<file path="src/rtl/assert_macros.svh">
// ----------------------------------------------------------------------------
// assert_macros.svh
// Clocked assertion shorthands, sampled on clk and off while rst_n is low.
// ----------------------------------------------------------------------------
`ifndef ASSERT_MACROS_SVH
`define ASSERT_MACROS_SVH

// same-cycle implication
`define ASSERT_IMPLY(label, ante, cons, msg) \
    label: assert property (@(posedge clk) disable iff (!rst_n) (ante) |-> (cons)) \
        else $error(msg);

// next-cycle implication
`define ASSERT_NEXT(label, ante, cons, msg) \
    label: assert property (@(posedge clk) disable iff (!rst_n) (ante) |=> (cons)) \
        else $error(msg);

`endif

</file>
<file path="src/rtl/wpp_pkg.sv">
// ----------------------------------------------------------------------------
// wpp_pkg
// Types and constants shared by the WAV PCM stream parser modules.
// ----------------------------------------------------------------------------
package wpp_pkg;

    localparam int QUEUE_DEPTH_DEF = 4;

    localparam logic [31:0] TAG_RIFF = 32'h5249_4646;
    localparam logic [31:0] TAG_WAVE = 32'h5741_5645;
    localparam logic [31:0] TAG_FMT  = 32'h666D_7420;
    localparam logic [31:0] TAG_DATA = 32'h6461_7461;

    localparam logic KIND_SAMPLE = 1'b0;
    localparam logic KIND_REPORT = 1'b1;

    typedef enum logic [2:0] {
        PH_HEADER,
        PH_CHDR,
        PH_SKIP,
        PH_FMT,
        PH_DATA,
        PH_PAD,
        PH_SINK
    } phase_t;

    typedef enum logic [2:0] {
        ST_OK,
        ST_BADHDR,
        ST_NOTPCM,
        ST_BADBITS,
        ST_EMPTY,
        ST_TRUNC
    } status_t;

    typedef struct packed {
        logic               kind;
        logic signed [15:0] sample;
        status_t            status;
        logic [15:0]        channel_count;
        logic [31:0]        rate_hz;
    } result_t;

    typedef struct packed {
        logic [1:0] count;
        result_t    first;
        result_t    second;
    } push_t;

    typedef struct packed {
        logic    valid;
        result_t item;
    } head_t;

endpackage

</file>
<file path="src/rtl/wav_pcm_stream_parser.sv">
// Results of a byte are written into the result queue and then loaded into the output register.
// Throughput: one byte per cycle while in_ready is high; the end-of-file byte with
//   a sample yields two results, which leave one per cycle while out_ready is high.
// Input ready drops while the queue holds more than QUEUE_DEPTH-2 results.
// Reset (asynchronous, rst_n low) clears parser state, queue and output valid.
// ----------------------------------------------------------------------------
// wav_pcm_stream_parser
// RIFF/WAVE byte-stream parser emitting 16-bit PCM samples and a file report.
// ----------------------------------------------------------------------------
`include "assert_macros.svh"

module wav_pcm_stream_parser #(
    parameter int QUEUE_DEPTH = wpp_pkg::QUEUE_DEPTH_DEF
) (
    input  logic               clk,
    input  logic               rst_n,
    input  logic               in_valid,
    output logic               in_ready,
    input  logic [7:0]         file_byte,
    input  logic               end_of_file,
    output logic               out_valid,
    input  logic               out_ready,
    output logic               kind,
    output logic signed [15:0] sample,
    output logic [2:0]         status,
    output logic [15:0]        channel_count,
    output logic [31:0]        rate_hz,
    output logic               last
);
    import wpp_pkg::*;

    push_t push;
    head_t head;
    logic  room;
    logic  pop;

    wpp_front u_front (
        .clk         (clk),
        .rst_n       (rst_n),
        .in_valid    (in_valid),
        .in_ready    (in_ready),
        .file_byte   (file_byte),
        .end_of_file (end_of_file),
        .room        (room),
        .push        (push)
    );

    wpp_queue #(
        .DEPTH (QUEUE_DEPTH)
    ) u_queue (
        .clk   (clk),
        .rst_n (rst_n),
        .push  (push),
        .room  (room),
        .head  (head),
        .pop   (pop)
    );

    wpp_back u_back (
        .clk           (clk),
        .rst_n         (rst_n),
        .head          (head),
        .pop           (pop),
        .out_valid     (out_valid),
        .out_ready     (out_ready),
        .kind          (kind),
        .sample        (sample),
        .status        (status),
        .channel_count (channel_count),
        .rate_hz       (rate_hz),
        .last          (last)
    );

    `ASSERT_IMPLY(a_push_on_transfer, push.count != 2'd0, in_valid && in_ready,
        "push without input transfer")
    `ASSERT_IMPLY(a_eof_reports, in_valid && in_ready && end_of_file,
        (push.count == 2'd1 && push.first.kind == KIND_REPORT) ||
        (push.count == 2'd2 && push.second.kind == KIND_REPORT),
        "end of file without report")
    `ASSERT_IMPLY(a_pair_order, push.count == 2'd2,
        push.first.kind == KIND_SAMPLE && push.second.kind == KIND_REPORT,
        "result pair out of order")
    `ASSERT_IMPLY(a_pop_nonempty, pop, head.valid, "pop from empty queue")
    `ASSERT_NEXT(a_pop_loads, pop, out_valid, "popped result not presented")

endmodule

</file>
<file path="src/rtl/wpp_queue.sv">
// ----------------------------------------------------------------------------
// wpp_queue
// Result queue between parser and output stage: up to two writes, one read.
// ----------------------------------------------------------------------------
module wpp_queue #(
    parameter int DEPTH = wpp_pkg::QUEUE_DEPTH_DEF
) (
    input  logic           clk,
    input  logic           rst_n,
    input  wpp_pkg::push_t push,
    output logic           room,
    output wpp_pkg::head_t head,
    input  logic           pop
);
    import wpp_pkg::*;

    localparam int PW = (DEPTH > 1) ? $clog2(DEPTH) : 1;
    localparam int CW = $clog2(DEPTH + 1);

    result_t          mem_reg [DEPTH];
    logic [PW-1:0]    wr_ptr_reg;
    logic [PW-1:0]    wr_ptr_next;
    logic [PW-1:0]    rd_ptr_reg;
    logic [PW-1:0]    rd_ptr_next;
    logic [CW-1:0]    count_reg;
    logic [CW-1:0]    count_next;
    logic [PW-1:0]    wr_ptr_one;

    function automatic logic [PW-1:0] wrap_inc(input logic [PW-1:0] p);
        return (p == PW'(DEPTH - 1)) ? '0 : p + 1'b1;
    endfunction

    assign wr_ptr_one = wrap_inc(wr_ptr_reg);
    assign room       = (count_reg <= CW'(DEPTH - 2));
    assign head.valid = (count_reg != '0);
    assign head.item  = mem_reg[rd_ptr_reg];

    always_comb
    begin
        unique case (push.count)
            2'd1:    wr_ptr_next = wr_ptr_one;
            2'd2:    wr_ptr_next = wrap_inc(wr_ptr_one);
            default: wr_ptr_next = wr_ptr_reg;
        endcase
        rd_ptr_next = pop ? wrap_inc(rd_ptr_reg) : rd_ptr_reg;
        count_next  = count_reg + CW'(push.count) - CW'(pop);
    end

    always_ff @(posedge clk)
    begin
        if (push.count != 2'd0)
        begin
            mem_reg[wr_ptr_reg] <= push.first;
        end
        if (push.count == 2'd2)
        begin
            mem_reg[wr_ptr_one] <= push.second;
        end
    end

    always_ff @(posedge clk or negedge rst_n)
    begin
        if (!rst_n)
        begin
            wr_ptr_reg <= '0;
            rd_ptr_reg <= '0;
            count_reg  <= '0;
        end
        else
        begin
            wr_ptr_reg <= wr_ptr_next;
            rd_ptr_reg <= rd_ptr_next;
            count_reg  <= count_next;
        end
    end

endmodule

</file>
<file path="src/rtl/wpp_front.sv">
// ----------------------------------------------------------------------------
// wpp_front
// Byte parser: walks RIFF header and chunks, builds samples and the report.
// ----------------------------------------------------------------------------
module wpp_front (
    input  logic           clk,
    input  logic           rst_n,
    input  logic           in_valid,
    output logic           in_ready,
    input  logic [7:0]     file_byte,
    input  logic           end_of_file,
    input  logic           room,
    output wpp_pkg::push_t push
);
    import wpp_pkg::*;

    phase_t       phase_reg, phase_next, phase_step, body_phase;
    logic [31:0]  offset_reg, offset_next, offset_inc;
    logic [31:0]  length_reg, length_next, len_hdr;
    logic [31:0]  tag_reg, tag_next, tag_shift;
    logic [15:0]  fmt_reg, fmt_next;
    logic [15:0]  chan_reg, chan_next;
    logic [31:0]  rate_reg, rate_next;
    logic [15:0]  bits_reg, bits_next;
    logic [7:0]   low_reg, low_next;
    logic         bad_reg, bad_next, bad_step;
    logic         data_reg, data_next;
    logic         emit_reg, emit_next;
    logic         play_reg, play_next;
    logic         playable;
    logic         fire;
    logic         smp_hit;
    logic [15:0]  smp_val;
    status_t      status_val;
    result_t      smp_item, rep_item;

    assign in_ready   = room;
    assign fire       = in_valid & room;
    assign tag_shift  = {tag_reg[23:0], file_byte};
    assign offset_inc = offset_reg + 32'd1;
    assign bad_step   = bad_reg | ((offset_reg == 32'd3) && (tag_shift != TAG_RIFF));
    assign playable   = (fmt_reg == 16'd1) && (chan_reg != '0) && (rate_reg != '0)
                        && ((bits_reg == 16'd8) || (bits_reg == 16'd16));

    always_comb
    begin
        len_hdr = length_reg;
        unique case (offset_reg[1:0])
            2'd0:    len_hdr = {24'd0, file_byte};
            2'd1:    len_hdr[15:8]  = file_byte;
            2'd2:    len_hdr[23:16] = file_byte;
            default: len_hdr[31:24] = file_byte;
        endcase
    end

    always_comb
    begin
        priority if (len_hdr == '0)
            body_phase = PH_CHDR;
        else if (tag_reg == TAG_DATA)
            body_phase = PH_DATA;
        else if ((tag_reg == TAG_FMT) && (len_hdr >= 32'd16) && !data_reg)
            body_phase = PH_FMT;
        else
            body_phase = PH_SKIP;
    end

    // next state
    always_comb
    begin
        phase_step = phase_reg;
        unique case (phase_reg)
            PH_HEADER:
            begin
                if (offset_reg == 32'd11)
                begin
                    phase_step = ((tag_shift != TAG_WAVE) || bad_step) ? PH_SINK : PH_CHDR;
                end
            end
            PH_CHDR:
            begin
                if (offset_reg == 32'd7)
                begin
                    phase_step = body_phase;
                end
            end
            PH_SKIP, PH_FMT, PH_DATA:
            begin
                if (offset_inc == length_reg)
                begin
                    phase_step = length_reg[0] ? PH_PAD : PH_CHDR;
                end
            end
            PH_PAD:  phase_step = PH_CHDR;
            default: phase_step = PH_SINK;
        endcase
        if (!fire)
            phase_next = phase_reg;
        else if (end_of_file)
            phase_next = PH_HEADER;
        else
            phase_next = phase_step;
    end

    // datapath and result pushes
    always_comb
    begin
        offset_next = offset_reg;
        length_next = length_reg;
        tag_next    = tag_reg;
        fmt_next    = fmt_reg;
        chan_next   = chan_reg;
        rate_next   = rate_reg;
        bits_next   = bits_reg;
        low_next    = low_reg;
        bad_next    = bad_reg;
        data_next   = data_reg;
        emit_next   = emit_reg;
        play_next   = play_reg;
        smp_hit     = 1'b0;
        smp_val     = '0;
        status_val  = ST_OK;
        smp_item    = '0;
        rep_item    = '0;
        push        = '0;

        if (fire)
        begin
            unique case (phase_reg)
                PH_HEADER:
                begin
                    if ((offset_reg < 32'd4) || (offset_reg >= 32'd8))
                    begin
                        tag_next = tag_shift;
                    end
                    bad_next    = bad_step;
                    offset_next = (offset_reg == 32'd11) ? '0 : offset_inc;
                end
                PH_CHDR:
                begin
                    if (offset_reg < 32'd4)
                        tag_next = tag_shift;
                    else
                        length_next = len_hdr;
                    if (offset_reg == 32'd7)
                    begin
                        offset_next = '0;
                        if (tag_reg == TAG_DATA)
                        begin
                            data_next = 1'b1;
                            play_next = playable;
                        end
                    end
                    else
                    begin
                        offset_next = offset_inc;
                    end
                end
                PH_SKIP, PH_FMT, PH_DATA:
                begin
                    if ((phase_reg == PH_FMT) && (offset_reg < 32'd16))
                    begin
                        unique case (offset_reg[3:0])
                            4'd0:    fmt_next[7:0]    = file_byte;
                            4'd1:    fmt_next[15:8]   = file_byte;
                            4'd2:    chan_next[7:0]   = file_byte;
                            4'd3:    chan_next[15:8]  = file_byte;
                            4'd4:    rate_next[7:0]   = file_byte;
                            4'd5:    rate_next[15:8]  = file_byte;
                            4'd6:    rate_next[23:16] = file_byte;
                            4'd7:    rate_next[31:24] = file_byte;
                            4'd14:   bits_next[7:0]   = file_byte;
                            4'd15:   bits_next[15:8]  = file_byte;
                            default: ;
                        endcase
                    end
                    else if ((phase_reg == PH_DATA) && play_reg)
                    begin
                        priority if (bits_reg == 16'd8)
                        begin
                            smp_hit = 1'b1;
                            smp_val = {file_byte ^ 8'h80, 8'h00};
                        end
                        else if (!offset_reg[0])
                        begin
                            low_next = file_byte;
                        end
                        else
                        begin
                            smp_hit = 1'b1;
                            smp_val = {file_byte, low_reg};
                        end
                    end
                    if (smp_hit)
                        emit_next = 1'b1;
                    offset_next = (offset_inc == length_reg) ? '0 : offset_inc;
                end
                PH_PAD:  offset_next = '0;
                default: ;
            endcase

            smp_item               = '0;
            smp_item.kind          = KIND_SAMPLE;
            smp_item.sample        = smp_val;
            if (smp_hit)
            begin
                push.count = 2'd1;
                push.first = smp_item;
            end

            if (end_of_file)
            begin
                priority if ((phase_step == PH_HEADER) || (phase_step == PH_SINK) || bad_next)
                    status_val = ST_BADHDR;
                else if ((fmt_next != 16'd1) || (chan_next == '0) || (rate_next == '0))
                    status_val = ST_NOTPCM;
                else if (!data_next)
                    status_val = ST_EMPTY;
                else if ((bits_next != 16'd8) && (bits_next != 16'd16))
                    status_val = ST_BADBITS;
                else if (phase_step == PH_DATA)
                    status_val = ST_TRUNC;
                else if (!emit_next)
                    status_val = ST_EMPTY;
                else
                    status_val = ST_OK;

                rep_item               = '0;
                rep_item.kind          = KIND_REPORT;
                rep_item.status        = status_val;
                rep_item.channel_count = chan_next;
                rep_item.rate_hz       = rate_next;
                if (smp_hit)
                begin
                    push.count  = 2'd2;
                    push.second = rep_item;
                end
                else
                begin
                    push.count = 2'd1;
                    push.first = rep_item;
                end

                offset_next = '0;
                length_next = '0;
                tag_next    = '0;
                fmt_next    = '0;
                chan_next   = '0;
                rate_next   = '0;
                bits_next   = '0;
                low_next    = '0;
                bad_next    = 1'b0;
                data_next   = 1'b0;
                emit_next   = 1'b0;
                play_next   = 1'b0;
            end
        end
    end

    always_ff @(posedge clk or negedge rst_n)
    begin
        if (!rst_n)
        begin
            phase_reg  <= PH_HEADER;
            offset_reg <= '0;
            length_reg <= '0;
            tag_reg    <= '0;
            fmt_reg    <= '0;
            chan_reg   <= '0;
            rate_reg   <= '0;
            bits_reg   <= '0;
            low_reg    <= '0;
            bad_reg    <= 1'b0;
            data_reg   <= 1'b0;
            emit_reg   <= 1'b0;
            play_reg   <= 1'b0;
        end
        else
        begin
            phase_reg  <= phase_next;
            offset_reg <= offset_next;
            length_reg <= length_next;
            tag_reg    <= tag_next;
            fmt_reg    <= fmt_next;
            chan_reg   <= chan_next;
            rate_reg   <= rate_next;
            bits_reg   <= bits_next;
            low_reg    <= low_next;
            bad_reg    <= bad_next;
            data_reg   <= data_next;
            emit_reg   <= emit_next;
            play_reg   <= play_next;
        end
    end

endmodule

</file>
<file path="src/rtl/wpp_back.sv">
// ----------------------------------------------------------------------------
// wpp_back
// Output stage: takes results from the queue and holds them for transfer.
// ----------------------------------------------------------------------------
module wpp_back (
    input  logic               clk,
    input  logic               rst_n,
    input  wpp_pkg::head_t     head,
    output logic               pop,
    output logic               out_valid,
    input  logic               out_ready,
    output logic               kind,
    output logic signed [15:0] sample,
    output logic [2:0]         status,
    output logic [15:0]        channel_count,
    output logic [31:0]        rate_hz,
    output logic               last
);
    import wpp_pkg::*;

    logic    valid_reg;
    logic    valid_next;
    result_t item_reg;

    // advance when the output register is empty or its transfer completes
    assign pop        = head.valid && (!valid_reg || out_ready);
    assign valid_next = pop || (valid_reg && !out_ready);

    assign out_valid     = valid_reg;
    assign kind          = item_reg.kind;
    assign sample        = item_reg.sample;
    assign status        = item_reg.status;
    assign channel_count = item_reg.channel_count;
    assign rate_hz       = item_reg.rate_hz;
    assign last          = (item_reg.kind == KIND_REPORT);

    always_ff @(posedge clk)
    begin
        if (pop)
        begin
            item_reg <= head.item;
        end
    end

    always_ff @(posedge clk or negedge rst_n)
    begin
        if (!rst_n)
        begin
            valid_reg <= 1'b0;
        end
        else
        begin
            valid_reg <= valid_next;
        end
    end

endmodule
</file>
<file path="config.mk">
export PLATFORM = sky130hd
export DESIGN_NAME = wav_pcm_stream_parser
export DESIGN_NICKNAME = d
export VERILOG_FILES = /design/src/rtl/wpp_pkg.sv /design/src/rtl/wav_pcm_stream_parser.sv /design/src/rtl/wpp_queue.sv /design/src/rtl/wpp_front.sv /design/src/rtl/wpp_back.sv
export VERILOG_INCLUDE_DIRS = /design/src /design/src/rtl
export SDC_FILE = /design/constraint.sdc
export NUM_CORES = 1
export LEC_CHECK = 0
export BUFFER_PORTS_ARGS = -buffer_cell sky130_fd_sc_hd__buf_2
export CAP_MARGIN = 20
export CORE_MARGIN = 2
export CORE_UTILIZATION = 27
export DETAILED_ROUTE_END_ITERATION = 8
export HOLD_SLACK_MARGIN = 0.12
export PLACE_DENSITY = 0.5
export SLEW_MARGIN = 10
export SYNTH_ARGS = -nofsm -noshare
export SYNTH_HDL_FRONTEND = slang
export SYNTH_HIERARCHICAL = 1
export SYNTH_SLANG_ARGS = --single-unit
</file>
<file path="constraint.sdc">
create_clock -name clk -period 9.45 [get_ports clk]
set_input_delay 0.4725 -clock clk [delete_from_list [all_inputs] [get_ports clk]]
set_output_delay 0.4725 -clock clk [all_outputs]
set_load 0.1 [all_outputs]
</file>
==> results of run 1 <==
## cell usage in the layout (no fill, tap or decap), types with 30 or more instances in the layout
master | Yosys | layout
a21oi_1 | 43 | 43
a22o_1 | 41 | 41
and3_1 | 33 | 33
buf_2 | 33 | 82
buf_4 | 20 | 33
clkbuf_16 | 0 | 69
dfrtp_1 | 199 | 197
edfxtp_1 | 340 | 340
mux2_2 | 238 | 238
mux2_4 | 36 | 36
mux2i_1 | 54 | 54
mux4_1 | 51 | 51
nand2_1 | 200 | 200
nand2b_1 | 54 | 54
nand4_1 | 31 | 31
nor2_1 | 159 | 159
nor3_1 | 30 | 30
nor4_1 | 34 | 31
o21ai_0 | 159 | 154
## cells by family (layout without fill, tap and decap cells)
kind of cell    after synthesis  in the layout  synth area share
other cells                   1             16          0.000134
compound gates              355            355            0.0785
xor+xnor                     45             45            0.0151
mux                         396            396             0.196
buf+inv                     196            258            0.0361
simple gates                679            679             0.123
flops                       539            539             0.542
fa+ha+maj                    18             18           0.00831
## cell usage after synthesis, types with 41 or more instances
library cell,instances
a21oi_1,43
a22o_1,41
clkbuf_1,91
dfrtp_1,199
edfxtp_1,340
mux2_2,238
mux2i_1,54
mux4_1,51
nand2_1,200
nand2b_1,54
nor2_1,159
o21ai_0,159
## stage by stage
step / total power [mW] / hold WS [ns]
after CTS: 8.01 / 0.141
after floorplan: 4.94 / 0.177
final: 7.90 / 0.176
after global placement: 5.47 / 0.459
after global routing: 8.22 / 0.177
after detailed placement: 5.50 / 0.463
## area by class of cell
type	count	area, um2
clock buffers	85	1820
well taps	1380	1730
inverters	24	90.1
repair buffers	119	737
multi-input cells	1509	11900
fillers	10300	71400
clock inverters	30	265
flip-flops and latches	539	15200
## per-layer routing
metal | routed length [um] | vias up | global-route usage
met5 | 0 | - | 0
met4 | 2090 | 0 | 0.0500
met3 | 4490 | 135 | 0.0250
met2 | 38500 | 597 | 0.245
met1 | 34700 | 9551 | 0.194
li1 | - | 8463 | -
## worst max-delay path, stage by stage, from the launching register on
cell and delay [ns]:
dfrtp_1 0.66, ha_1 0.23, buf_4 0.30, nand4_1 0.29, or3_4 0.46, nor4_4 0.32
o2111ai_1 0.13, or4_1 0.54, or4_4 0.56, or2_1 0.28, a21oi_1 0.25, nor4b_2 0.35
o211ai_1 0.17, nor3_1 0.35, mux2_2 0.24
## worst min path at each step
stage | startpoint | end | slack [ns]
CTS | out_ready | u_back/out_valid | 0.14
finish | out_ready | u_back/out_valid | 0.18
global placement | u_front/tag_reg[29] | u_front/tag_reg[29] | 0.46
global route | out_ready | u_back/out_valid | 0.18
detailed placement | u_front/fmt_reg[4] | u_front/fmt_reg[4] | 0.46
floorplan | rst_n | u_back/out_valid | 0.18
## power groups by stage
stage,combinational (mW),sequential [mW],clock [mW]
global route,2.52,3.07,2.63
CTS,2.42,3.04,2.55
global placement,2.39,3.08,0
detailed placement,2.42,3.09,0
finish,2.39,3.03,2.47
floorplan,0.965,3.98,0
## what timing repair did
item,in CTS,in global routing
endpoints found under the setup margin,0,0
hold buffers,1,0
hold endpoints to repair,62,0
==> run metrics, run 1 <==
IO Port Bufs 83; Warnings, synthesis 6; Crit Path Class register to register; EDFF count, synth 340; # rows 118; Mapped Area ~28000 um2; worst-margin pin slew 1.09 ns; DP Wirelength 49100 um; final instance area 31800 um2; DP Worst Slack 4.19 ns; global-route wire length before repair 121000 um; FMAX 190 MHz; Worst EP required slightly below 10 ns; Placed Area 29700 um2; max reg flops 272; Final Net Count 2291; P&R area growth vs syn 13.5%; Pleak 12.4 nW; top_reg_cell synth edfxtp_1; latest clock arrival within the worst-skew pair 0.61 ns; die area 106000 um2; Iter 0 DRT Violations 1358; sequential area share after synthesis 0.542; Reg power frac 0.384; Slew Viols, Final 0; Setup TNS Final 0 ns; CTS resizes 0; largest net degree at the start of global routing around 80; largest cells by area after synthesis edfxtp_1, dfrtp_1, mux2_2; share of layout cells above drive strength 1 0.232; Clock transition at path regs 0.06 ns; drt via density ~5.1; Comb pwr share 0.303; Max Cap Violations 0; Post-DRT Antenna Nets 0; # clock sinks around 540; Post-CTS Setup Repair Bufs 0; Internal ~5 mW; residual DRC count 0; PnR worst setup slack 4.19 ns; Max FO, Critical Path 26; First-pass DRT Iterations 5; initial antenna violation count 2; area leader, netlist edfxtp_1; part of the power in the clock network 0.313; Worst Setup Start Kind register; core area 103000 um2; Crit. Startpoint u_front/offset_reg[0]; Psw 3.03 mW; via count between 15k and 20k; Peak supply drop 0.228 mV; Die X roughly 330 um; Register-to-Register Path Depth 14; syn_area_per_cell 12.6 um2; R2R setup slack 4.19 ns; Inst Count DP about 3.6k; Data arrival, critical path ~5.7 ns; Final Setup Violations 0; status finished, final reports clean; Die H between 300 and 400 um; Initial Util 0.271; register bit total from synthesis around 540; I/O pin total 84; Post-synth ARST share 0.369; worst-case clock buffer depth 3; CP Capture Type register; RSZ-0062 raised after global routing no; Final period util 0.557; Clock Skew 0.0250 ns; relative slew slack 0.271; WHS Path Cells 3; Critical Path Sink u_queue/mem_reg[0][50]; final cell utilization of the core 0.308; pwr dens around 250 nW/um2; placer congestion estimate approximately 0.87; sw frac 0.384; Reg-to-Reg End u_queue/mem_reg[0][50]; global route total overflow 0; CTS tree done; vias in the first global route between 15k and 20k; antenna diode count 0; reg-to-reg startpoint u_front/offset_reg[0]; Total GRT Usage 0.148; CTS buffer count 67; Finished Layout Cells 3686; Fin. Hold Viols 0; CTS HTree Levels 3; area share of the largest cell type after synthesis 0.365; DR WL/cell 21.6 um; Synth cell types between 80 and 90; fin crit period 5.26 ns; root buffer cell clkbuf_16; Routed Wire Length between 70000 and 80000 um; Mapped Cells 2229; type of the most critical hold path input port to register
(Power assumes the default switching activity.)
==> run 2, diff against run 1 <==
==> constraint.sdc (replaced) <==
create_clock -name clk -period 5.4 [get_ports clk]
set_input_delay 0.27 -clock clk [delete_from_list [all_inputs] [get_ports clk]]
set_output_delay 0.27 -clock clk [all_outputs]
set_load 0.1 [all_outputs]
==> run metrics, run 2 (synthesis gave the netlist of run 1 again) <==
# rows 118; Routed Wire Length 81300 um; fill count approximately 10k; Finished Layout Cells 3727; Worst Setup Start Kind register; Iter 0 DRT Violations 1364; most frequent cells in the layout edfxtp_1, mux2_2, nand2_1; latest clock arrival within the worst-skew pair roughly 0.64 ns; Data arrival, critical path 5.39 ns; Worst EP required between 5 and 6 ns; Final period util 0.926; root buffer cell clkbuf_16; DP Wirelength 52600 um; CP Capture Type register; Hold-fix buffers, CTS 4; DP Worst Slack 0.398 ns; Max Cap Violations 0; residual DRC count 0; Peak supply drop ~0.4 mV; PnR Total Power approximately 14 mW; IO Port Bufs 83; Slew Viols, Final 0; PnR worst setup slack 0.397 ns; fin crit period around 5 ns; Final Net Count between 2k and 2.5k; P&R area growth vs syn 15.6%; max reg flops 272; R2R setup slack 0.40 ns; FMAX 200 MHz; drt via density 5.05; Fin. Hold Viols 0; Max FO, Critical Path 10; Post-DRT Antenna Nets 0; most common cell after layout, fill and taps aside edfxtp_1; DR WL/cell 21.8 um; Die X 326 um; multi-input logic area 11900 um2; Pleak 12.7 nW; worst-margin pin slew 1.12 ns; status finished, final reports clean; Clock transition at path regs 0.06 ns; core area 103000 um2; type of the most critical hold path input port to asynchronous set/reset pin; Post-CTS Setup Repair Bufs 0; CTS buffer count 61; First-pass DRT Iterations 5; CTS tree done; Total GRT Usage 0.151; global-route wire length before repair roughly 120000 um; Sequential Area 15200 um2; largest net degree at the start of global routing 118; Die H approximately 330 um; via count 18.8k; Inst Count DP 3603; # clock sinks about 540; RSZ-0062 raised after global routing no; placer congestion estimate 0.869; Setup TNS Final 0 ns; Crit Path Class register to register; relative slew slack 0.252; initial antenna violation count 6; CTS resizes 0; Final Setup Violations 0; Clock Skew 0.0249 ns; pwr dens 428 nW/um2; share of layout cells above drive strength 1 0.246; final cell utilization of the core 0.314; Initial Util 0.271; I/O pin total 84; global route total overflow 0; die area between 100000 and 150000 um2; CTS HTree Levels 2; vias in the first global route 19.4k; worst-case clock buffer depth 3
run 2: cell types whose count changed in the layout (fill, tap and decap cells not counted), sizes merged:
cell         before  now
diode             0    2
dlygate4sd3       1    4
bufinv            3    6
clkbuf           86   85
clkinv           20   24
inv              29   25
buf             117  151
run 2: path summary, 6_finish.rpt:
kind	startpoint	endpoint	cells past startpoint
setup / recovery	u_front/offset_reg[1]	u_queue/mem_reg[2][50]	13
hold / removal	rst_n	u_front/tag_reg[3]	2
setup reg to reg	u_front/offset_reg[1]	u_queue/mem_reg[2][50]	13
hold reg to reg	u_front/bits_reg[14]	u_front/bits_reg[14]	2
max in group asynchronous	rst_n	u_queue/count_reg[1]	4
min in group clk	file_byte[4]	u_front/length_reg[4]	2
run 2: through the flow:
stage               hold WS [ns]  cell area (um2)
floorplan                -0.0256            28100
global placement           0.453            30100
detailed placement         0.465            30200
CTS                        0.150            32300
global route               0.141            32400
finish                     0.134            32400
run 2: layout make-up:
type                    count  area share
flip-flops and latches    539       0.469
well taps                1380      0.0533
clock buffers              83      0.0557
repair buffers            157      0.0397
diodes                      2    0.000155
multi-input cells        1509       0.369
clock inverters            33      0.0104
inverters                  24     0.00278
run 2: power by group:
group,switching (mW),internal (mW),leakage (nW)
Clock,1.75,2.62,1.06
Sequential,0.369,4.99,5.88
Combinational,3.09,1.04,5.75
Total,5.22,8.66,12.7
run 2: worst max-delay path, cell delays in order, from the launching register on:
cell and delay [ns]:
dfrtp_1 0.49, ha_1 0.47, nand4_1 0.26, or3_4 0.45, nor4_4 0.31, o2111ai_1 0.15, or4_1 0.55, or4_4 0.57
or3_1 0.37, a21oi_1 0.25, and2_1 0.19, o22a_1 0.24, nor3_1 0.11, mux2_2 0.33
run 2: metal layers:
layer  vias up  global-route usage  part of all wire
li1       8531                   -                 -
met3       116              0.0286             0.054
met5         -                   0           0.00058
met1      9667               0.200              0.44
met2       497               0.252              0.48
met4         8              0.0432             0.026
